===== config.mk =====
export PLATFORM = sky130hd
export DESIGN_NAME = wildcard_pattern_matcher_flat
export DESIGN_NICKNAME = d
export VERILOG_FILES = /design/src/design/wpm_pkg.sv /design/src/design/wpm_item_if.sv /design/src/design/wpm_result_if.sv /design/src/design/wpm_closure.sv /design/src/design/wildcard_pattern_matcher.sv /design/src/flat_wrapper.sv
export SDC_FILE = /design/constraint.sdc
export NUM_CORES = 2
export LEC_CHECK = 0
export BUFFER_PORTS_ARGS = -buffer_cell sky130_fd_sc_hd__buf_2
export CAP_MARGIN = 40
export CELL_PAD_IN_SITES_DETAIL_PLACEMENT = 0
export CELL_PAD_IN_SITES_GLOBAL_PLACEMENT = 1
export CORE_AREA = 10 10 465 376
export CTS_BUF_LIST = sky130_fd_sc_hd__clkbuf_8
export CTS_CLUSTER_SIZE = 16
export DETAILED_ROUTE_END_ITERATION = 8
export DIE_AREA = 0 0 475 386
export PLACE_DENSITY = 0.89
export SYNTH_ARGS = -nofsm -noshare
export SYNTH_HDL_FRONTEND = slang
export SYNTH_SLANG_ARGS = --single-unit
export TNS_END_PERCENT = 10

===== constraint.sdc =====
create_clock -name clk -period 6.9 [get_ports clk]
set_input_delay 0.69 -clock clk [delete_from_list [all_inputs] [get_ports clk]]
set_output_delay 0.69 -clock clk [all_outputs]
set_load 0.03 [all_outputs]

===== src/design/wpm_pkg.sv =====
// Package: widths, codes and symbol constants of the wildcard pattern matcher.
`default_nettype none
package wpm_pkg;
  localparam int MAX_PATTERN = 128;
  localparam int POS_W       = MAX_PATTERN + 1;
  localparam int LEN_W       = $clog2(MAX_PATTERN + 1);
  localparam int IDX_W       = 7;
  localparam int SYM_W       = 8;
  localparam int LEVELS      = $clog2(POS_W);

  localparam int APB_ADDR_W  = 3;
  localparam int APB_DATA_W  = 32;
  localparam int CFG_LEN_W   = 8;

  localparam logic [SYM_W-1:0] STAR_BYTE = 8'd42;
  localparam logic [SYM_W-1:0] ANY_BYTE  = 8'd63;

  // Word index of the configuration registers.
  localparam logic REG_PATTERN_LENGTH = 1'b0;

  // Operation codes carried in func.
  localparam logic FUNC_PATTERN = 1'b0;
  localparam logic FUNC_TEXT    = 1'b1;
endpackage
`default_nettype wire


===== src/design/wpm_item_if.sv =====
// Input channel: pattern writes and text bytes.
`default_nettype none
interface wpm_item_if;
  import wpm_pkg::*;
  logic             valid;
  logic             ready;
  logic             func;
  logic [IDX_W-1:0] pattern_index;
  logic [SYM_W-1:0] symbol;
  logic             last;

  modport source (output valid, output func, output pattern_index, output symbol,
                  output last, input ready);
  modport sink (input valid, input func, input pattern_index, input symbol,
                input last, output ready);
endinterface
`default_nettype wire


===== src/design/wpm_result_if.sv =====
// Output channel: one match result per text byte.
`default_nettype none
interface wpm_result_if;
  logic valid;
  logic ready;
  logic matched;
  logic end_of_text;

  modport source (output valid, output matched, output end_of_text, input ready);
  modport sink (input valid, input matched, input end_of_text, output ready);
endinterface
`default_nettype wire


===== src/design/wpm_closure.sv =====
// Star closure of a position vector as a parallel-prefix propagate network.
`default_nettype none
module wpm_closure (
  input  logic [wpm_pkg::POS_W-1:0]       seed,
  input  logic [wpm_pkg::MAX_PATTERN-1:0] prop,
  output logic [wpm_pkg::POS_W-1:0]       closed
);
  import wpm_pkg::*;

  // Position i+1 becomes active when position i is active and holds a star:
  // a carry chain with seed as generate and the star flags as propagate.
  logic [POS_W-1:0] g  [LEVELS+1];
  logic [POS_W-1:0] pr [LEVELS+1];

  always_comb begin
    g[0]  = seed;
    pr[0] = {prop, 1'b0};
    for (int l = 0; l < LEVELS; l++) begin
      for (int i = 0; i < POS_W; i++) begin
        if (i >= (1 << l)) begin
          g[l+1][i]  = g[l][i] | (pr[l][i] & g[l][i-(1<<l)]);
          pr[l+1][i] = pr[l][i] & pr[l][i-(1<<l)];
        end else begin
          g[l+1][i]  = g[l][i];
          pr[l+1][i] = pr[l][i];
        end
      end
    end
    closed = g[LEVELS];
  end
endmodule
`default_nettype wire


===== src/design/wildcard_pattern_matcher.sv =====
// Top level of the wildcard pattern matcher.
//
//   channel  dir  payload                                    handshake
//   item     in   func, pattern_index, symbol, last          valid/ready
//   result   out  matched, end_of_text                       valid/ready
//   apb      in   pattern_length at byte address 0           psel/penable
//
// An accepted transaction is held in an input register; from there the
// whole active-position update and star closure run in one pass and load the
// result register, so one item per cycle is sustained while the result side
// is not stalled. The star closure is a prefix network over the position vector.
// rst clears control state; the pattern store has no reset. A stalled result
// holds the input register only for text bytes; pattern writes never wait.
`default_nettype none
module wildcard_pattern_matcher (
  input  logic                             clk,
  input  logic                             rst,
  wpm_item_if.sink                         item,
  wpm_result_if.source                     result,
  input  logic                             psel,
  input  logic                             penable,
  input  logic                             pwrite,
  input  logic [wpm_pkg::APB_ADDR_W-1:0]   paddr,
  input  logic [wpm_pkg::APB_DATA_W-1:0]   pwdata,
  output logic [wpm_pkg::APB_DATA_W-1:0]   prdata,
  output logic                             pready
);
  import wpm_pkg::*;

  // Configuration.
  logic [CFG_LEN_W-1:0]   pattern_length;
  logic [LEN_W-1:0]       eff_len;
  logic [MAX_PATTERN-1:0] use_mask;
  logic                   cfg_wr;
  logic [LEN_W-1:0]       eff_len_next;
  logic [MAX_PATTERN-1:0] use_mask_next;

  // Input register.
  logic             s1_valid;
  logic             s1_func;
  logic [IDX_W-1:0] s1_index;
  logic [SYM_W-1:0] s1_symbol;
  logic             s1_last;
  logic             s1_go;
  logic             out_free;

  // Match state.
  logic [SYM_W-1:0]       store [MAX_PATTERN];
  logic [POS_W-1:0]       active;
  logic                   string_start;
  logic [MAX_PATTERN-1:0] star_v;
  logic [MAX_PATTERN-1:0] hit_v;
  logic [MAX_PATTERN-1:0] prop;
  logic [POS_W-1:0]       start_vec;
  logic [POS_W-1:0]       act;
  logic [MAX_PATTERN-1:0] gen;
  logic [MAX_PATTERN-1:0] adv;
  logic [POS_W-1:0]       seed;
  logic [POS_W-1:0]       active_next;

  // Result register.
  logic out_valid;
  logic out_matched;
  logic out_eot;

  // APB port.
  assign pready = 1'b1;
  assign cfg_wr = psel && penable && pwrite && (paddr[APB_ADDR_W-1:2] == REG_PATTERN_LENGTH);
  assign prdata = (paddr[APB_ADDR_W-1:2] == REG_PATTERN_LENGTH)
                ? {{(APB_DATA_W-CFG_LEN_W){1'b0}}, pattern_length} : '0;

  always_comb begin
    if (int'(pwdata[CFG_LEN_W-1:0]) > MAX_PATTERN) begin
      eff_len_next = LEN_W'(MAX_PATTERN);
    end else begin
      eff_len_next = LEN_W'(pwdata[CFG_LEN_W-1:0]);
    end
    for (int p = 0; p < MAX_PATTERN; p++) begin
      use_mask_next[p] = (p < int'(eff_len_next));
    end
  end

  always_ff @(posedge clk) begin
    if (rst) begin
      pattern_length <= '0;
      eff_len        <= '0;
      use_mask       <= '0;
    end else if (cfg_wr) begin
      pattern_length <= pwdata[CFG_LEN_W-1:0];
      eff_len        <= eff_len_next;
      use_mask       <= use_mask_next;
    end
  end

  // Handshake: a pattern write always leaves the input register, a text byte
  // only when the result register is free or being emptied.
  assign out_free   = !out_valid || result.ready;
  assign s1_go      = s1_valid && ((s1_func == FUNC_PATTERN) || out_free);
  assign item.ready = !s1_valid || s1_go;

  always_ff @(posedge clk) begin
    if (rst) begin
      s1_valid <= 1'b0;
    end else if (item.valid && item.ready) begin
      s1_valid <= 1'b1;
    end else if (s1_go) begin
      s1_valid <= 1'b0;
    end
  end

  always_ff @(posedge clk) begin
    if (item.valid && item.ready) begin
      s1_func   <= item.func;
      s1_index  <= item.pattern_index;
      s1_symbol <= item.symbol;
      s1_last   <= item.last;
    end
  end

  // Per-position compare cells.
  always_comb begin
    for (int p = 0; p < MAX_PATTERN; p++) begin
      star_v[p] = (store[p] == STAR_BYTE);
      hit_v[p]  = (store[p] == ANY_BYTE) || (store[p] == s1_symbol);
    end
  end

  assign prop = star_v & use_mask;

  wpm_closure u_start_closure (
    .seed   (POS_W'(1)),
    .prop   (prop),
    .closed (start_vec)
  );

  assign act  = string_start ? start_vec : active;
  assign gen  = act[MAX_PATTERN-1:0] & use_mask & star_v;
  assign adv  = act[MAX_PATTERN-1:0] & use_mask & ~star_v & hit_v;
  assign seed = {1'b0, gen} | {adv, 1'b0};

  wpm_closure u_step_closure (
    .seed   (seed),
    .prop   (prop),
    .closed (active_next)
  );

  always_ff @(posedge clk) begin
    if (s1_go && (s1_func == FUNC_PATTERN) && (int'(s1_index) < MAX_PATTERN)) begin
      store[s1_index] <= s1_symbol;
    end
  end

  always_ff @(posedge clk) begin
    if (rst) begin
      active       <= '0;
      string_start <= 1'b1;
    end else if (s1_go && (s1_func == FUNC_TEXT)) begin
      active       <= active_next;
      string_start <= s1_last;
    end
  end

  always_ff @(posedge clk) begin
    if (rst) begin
      out_valid <= 1'b0;
    end else if (s1_go && (s1_func == FUNC_TEXT)) begin
      out_valid <= 1'b1;
    end else if (result.ready) begin
      out_valid <= 1'b0;
    end
  end

  always_ff @(posedge clk) begin
    if (s1_go && (s1_func == FUNC_TEXT)) begin
      out_matched <= active_next[eff_len];
      out_eot     <= s1_last;
    end
  end

  assign result.valid       = out_valid;
  assign result.matched     = out_matched;
  assign result.end_of_text = out_eot;
endmodule
`default_nettype wire


===== src/flat_wrapper.sv =====
// flat-port wrapper written by rule: the top's interface ports become plain ports
module wildcard_pattern_matcher_flat import wpm_pkg::*;
  (clk, rst, psel, penable, pwrite, paddr, pwdata, prdata, pready, item_valid, item_func, item_pattern_index, item_symbol, item_last, item_ready, result_valid, result_matched, result_end_of_text, result_ready);
  wpm_item_if item_i ();
  wpm_result_if result_i ();
  input  logic clk;
  input  logic rst;
  input  logic psel;
  input  logic penable;
  input  logic pwrite;
  input  logic [wpm_pkg::APB_ADDR_W-1:0] paddr;
  input  logic [wpm_pkg::APB_DATA_W-1:0] pwdata;
  output logic [wpm_pkg::APB_DATA_W-1:0] prdata;
  output logic pready;
  input wire logic [$bits(item_i.valid)-1:0] item_valid;
  input wire logic [$bits(item_i.func)-1:0] item_func;
  input wire logic [$bits(item_i.pattern_index)-1:0] item_pattern_index;
  input wire logic [$bits(item_i.symbol)-1:0] item_symbol;
  input wire logic [$bits(item_i.last)-1:0] item_last;
  output wire logic [$bits(item_i.ready)-1:0] item_ready;
  output wire logic [$bits(result_i.valid)-1:0] result_valid;
  output wire logic [$bits(result_i.matched)-1:0] result_matched;
  output wire logic [$bits(result_i.end_of_text)-1:0] result_end_of_text;
  input wire logic [$bits(result_i.ready)-1:0] result_ready;
  assign item_i.valid = item_valid;
  assign item_i.func = item_func;
  assign item_i.pattern_index = item_pattern_index;
  assign item_i.symbol = item_symbol;
  assign item_i.last = item_last;
  assign item_ready = item_i.ready;
  assign result_valid = result_i.valid;
  assign result_matched = result_i.matched;
  assign result_end_of_text = result_i.end_of_text;
  assign result_i.ready = result_ready;
  wildcard_pattern_matcher u_core (.clk(clk), .rst(rst), .item(item_i), .result(result_i), .psel(psel), .penable(penable), .pwrite(pwrite), .paddr(paddr), .pwdata(pwdata), .prdata(prdata), .pready(pready));
endmodule

==> reports/qor.csv <==
stage,metric,value,unit
finish,nNetsFinal,9567,
min_path,worst_hold_path_type,primary input to register,
floorplanning,design.core.area,166000,um2
finish,commonest_non_fill_non_tap_cells_in_the_layout,"1476 x sky130_fd_sc_hd__buf_4, 1043 x sky130_fd_sc_hd__edfxtp_1, 927 x sky130_fd_sc_hd__nor2_1",
placed_design,gp_congestion,1.15,
synth,synth_cell_type_count,107,
route,post_drt_via_cell_ratio,6.56,
cts,clock_latency_on_the_worst_skew_pair,1040,ps
pwr,p_sw,4.36,mW
finish,syn_to_final_growth,25.8,%
critical_path,critPathRequiredTime,7610,ps
route,detailed_route_wire_length_per_cell,32.2,um
cts,clk_path_buf_depth,3,
floorplanning,rows,134,
critical_path,worstPathMaxFanout,9,
route,dr_total_vias,78200,
sta,setup-violations-final,1,
route,route.top_layer_used,met5,
finish,commonest_non_fill_non_tap_cell_in_the_layout,sky130_fd_sc_hd__buf_4,
placed_design,dp_worst_setup_slack,-296,ps
min_path,worst_hold_path.num_cells,3,
min_path,worstHoldStart,result_ready,
synth,synthFlopType,sky130_fd_sc_hd__edfxtp_1,
route,antenna_left,0,
sta,setup_total_negative_slack,-37.0,ps
route,detailroute.wirelength.met2,162000,um
route,detail_route.drc_violations,0,
route,drt-met1-wl,155000,um
pwr,power_frac_seq,50.9,%
synth,synth.largest_area_cell,sky130_fd_sc_hd__edfxtp_1,
cts,cts_tree,yes,
cts,worst_setup_hold_path_clk_slew,80,ps
cts,clk_root_buffer_cell,sky130_fd_sc_hd__clkbuf_8,
pwr,switching_share,25.6,%
critical_path,critPathCaptureType,register,
sta,max_slew.worst_pin.slew,1230,ps
sta,finalHoldViolCount,0,
sta,layout_setup_ws,-37.0,ps
pwr,clock_share_of_power,41.7,%
critical_path,timing.critical_path.from_type,register,
synth,synth-edff-count,1043,
synth,asyncSetResetFlopFracSynth,0,%
synth,ys_seq_area_share,47.6,%
placed_design,dp_hpwl,292000,um
floorplanning,floorplan.die_area,183000,um2
sta,fin_crit,6940,ps
pwr,power.ir.vdd_worst,0.000268,V
synth,synth_top_area_share,40.5,%
status,violations,setup timing,
global_route,grt_start_max_net_pins,144,
critical_path,rr_worst_depth,26,
placed_design,port_buffers,44,
pwr,power.leakage,32.2,nW
sta,grt_setup_unrepaired,yes,
route,length_of_routed_met3_wiring,45200,um
sta,clock.fmax,144,MHz
critical_path,crit_start,u_core.store[3][3],
synth,netlist_top_cells_area,"sky130_fd_sc_hd__edfxtp_1 41%, sky130_fd_sc_hd__xnor2_1 9.6%, sky130_fd_sc_hd__dfxtp_1 7.1%",
floorplanning,io-pin-count,96,
floorplanning,initial_utilization,46.6,%
finish,drive_gt1_share,21.9,%
sta,clock_skew_after_layout,109,ps
synth,avgSynthCellArea,9.67,um2
global_route,via_count_of_the_first_global_routing_pass,72000,
floorplanning,die_width,475,um
sta,hold-worst-slack,96.2,ps
route,detail_route.first_pass.iterations,6,
pwr,combinational_share_of_power,7.5,%
global_route,groute.usage.overall,40.3,%
synth,yosys_reg_bits,1317,
floorplanning,fp.dieH,386,um
global_route,grt_remaining_overflow,0,
sta,timing_max_transition_violations_final,0,
route,drt-total-wl,384000,um
run,drv_cap,0,
global_route,grt_pass1_wl,533000,um
pwr,p_per_area,175,nW/um2
sta,timing.slew.headroom,17.8,%
route,first_iter_violations,12000,
synth,synthCells,7989,
critical_path,critPathKind,register to register,
cts,cts_sink_count,1317,
global_route,antenna_found_initial,31,
cts,cts_bufs_inserted,211,
sta,post-route-period-util,101,%
critical_path,worst_r2r_startpoint,u_core.store[3][3],
cts,h-tree-depth,4,
critical_path,worst_case_register_to_register_setup_slack,-40,ps
critical_path,arrival,7640,ps
synth,ys.warnings.count,0,
pwr,internal_power,12.7,mW
status,run_status,"complete, but fails checks",
synth,summed_instance_area_of_the_synthesized_netlist,77200,um2
## sequential cells by signal, summed over array words and instances, names as in the netlist, 7 cells and up
signal,cells
u_core.active,128
u_core.eff_len,8
u_core.pattern_length,8
u_core.s1_index,7
u_core.s1_symbol,8
u_core.store,1024
u_core.use_mask,127
## synthesized netlist by cell type (24+ instances only)
cell type	number
sky130_fd_sc_hd__edfxtp_1	1043
sky130_fd_sc_hd__nor2_1	934
sky130_fd_sc_hd__xnor2_1	848
sky130_fd_sc_hd__nand2_1	688
sky130_fd_sc_hd__nand4_1	465
sky130_fd_sc_hd__a21oi_1	357
sky130_fd_sc_hd__nand3_1	309
sky130_fd_sc_hd__o21ai_0	283
sky130_fd_sc_hd__dfxtp_1	274
sky130_fd_sc_hd__nor4_1	249
sky130_fd_sc_hd__nor3_1	208
sky130_fd_sc_hd__clkbuf_1	205
sky130_fd_sc_hd__xor2_1	176
sky130_fd_sc_hd__a211oi_1	133
sky130_fd_sc_hd__inv_1	117
sky130_fd_sc_hd__and3_1	113
sky130_fd_sc_hd__o211ai_1	100
sky130_fd_sc_hd__nor2b_1	97
sky130_fd_sc_hd__o31ai_1	75
sky130_fd_sc_hd__buf_2	72
sky130_fd_sc_hd__or3_1	64
sky130_fd_sc_hd__buf_1	61
sky130_fd_sc_hd__a31oi_1	59
sky130_fd_sc_hd__nor4bb_1	54
sky130_fd_sc_hd__nor4b_1	52
sky130_fd_sc_hd__a22oi_1	50
sky130_fd_sc_hd__and2_1	49
sky130_fd_sc_hd__a21boi_0	45
sky130_fd_sc_hd__o21a_1	41
sky130_fd_sc_hd__o22ai_1	40
sky130_fd_sc_hd__or4_1	40
sky130_fd_sc_hd__a21o_1	36
sky130_fd_sc_hd__or2_2	31
sky130_fd_sc_hd__nand2b_1	27
sky130_fd_sc_hd__buf_4	26
sky130_fd_sc_hd__nor3b_1	26
sky130_fd_sc_hd__o21ai_1	25
sky130_fd_sc_hd__o21bai_1	24
## metal layers
layer / track usage [%] / vias up
met3: 10.6 / 992
li1: - / 33400
met2: 59.2 / 5364
met5: 0 / -
met1: 55.2 / 38400
met4: 19.5 / 16
## path summary, 6_finish.rpt
path	to
worst min register to register	u_core.pattern_length[2]
worst max-delay path	u_core.result.matched
worst max register to register	u_core.result.matched
worst min-delay path	u_core.s1_valid
## stage by stage
| step | power, mW | util, % | instances | cell area (um2) |
|---|---|---|---|---|
| detailed placement | 10.1 | 55.5 | 11400 | 91900 |
| global route | 17.5 | 58.6 | 11900 | 97100 |
| finish | 17.1 | 58.7 | 11900 | 97200 |
| CTS | 17.0 | 58.3 | 11900 | 96600 |
| global placement | 10.0 | 55.2 | 11400 | 91400 |
| floorplan | 9.51 | - | 8012 | 77400 |
## layout make-up
class | instances | area, um2
fillers | 14200 | 68500
multi-input cells | 6211 | 39200
flip-flops and latches | 1317 | 36800
repair buffers | 1647 | 13500
clock buffers | 218 | 3000
well taps | 2176 | 2720
clock inverters | 178 | 1340
inverters | 120 | 458
diodes | 48 | 120
## critical path, stage by stage, from the launching register on
cell	delay, ps
sky130_fd_sc_hd__edfxtp_1	410
sky130_fd_sc_hd__nor4bb_2	200
sky130_fd_sc_hd__buf_4	140
sky130_fd_sc_hd__nand3_1	180
sky130_fd_sc_hd__buf_4	220
sky130_fd_sc_hd__nor4_4	70
sky130_fd_sc_hd__buf_4	150
sky130_fd_sc_hd__nand4_1	220
sky130_fd_sc_hd__buf_12	200
sky130_fd_sc_hd__buf_4	150
sky130_fd_sc_hd__nor4_4	60
sky130_fd_sc_hd__buf_4	180
sky130_fd_sc_hd__o211ai_1	280
sky130_fd_sc_hd__buf_4	170
sky130_fd_sc_hd__a21oi_1	80
sky130_fd_sc_hd__nor4_1	690
sky130_fd_sc_hd__o211ai_1	400
sky130_fd_sc_hd__a311oi_1	570
sky130_fd_sc_hd__nand3_1	140
sky130_fd_sc_hd__buf_4	200
sky130_fd_sc_hd__a221o_1	390
sky130_fd_sc_hd__a31oi_1	430
sky130_fd_sc_hd__mux2_2	260
sky130_fd_sc_hd__o221ai_1	160
sky130_fd_sc_hd__a31oi_2	310
sky130_fd_sc_hd__o311a_4	290
sky130_fd_sc_hd__o311ai_2	90
## cell families after synthesis
logic type | count (synthesis) | synth area share [%]
AO/OA/AOI/OAI | 1607 | 14.1
XOR/XNOR | 1024 | 11.6
buffers and inverters | 484 | 2.59
flip-flops | 1317 | 47.6
multiplexers | 13 | 0.206
other | 2 | 0.00972
AND/OR/NAND/NOR | 3542 | 23.8
## power by group through the flow
| stage | sequential [mW] | clock (mW) | combinational, mW |
|---|---|---|---|
| final | 8.67 | 7.11 | 1.27 |
| after detailed placement | 8.84 | 0 | 1.22 |
| after CTS | 8.67 | 7.14 | 1.23 |
| after global routing | 8.67 | 7.51 | 1.32 |
| after floorplan | 8.88 | 0 | 0.634 |
| after global placement | 8.84 | 0 | 1.18 |
## timing repair
action | 4_1_cts | 5_1_grt
endpoints found under the setup margin | 1 | 3
hold buffers | 20 | 0
resized for setup | 16 | 74
pin swaps | 0 | 20
hold endpoints to repair | 20 | 0
buffers inserted | 0 | 4
Power figures use the tool's default switching activity.
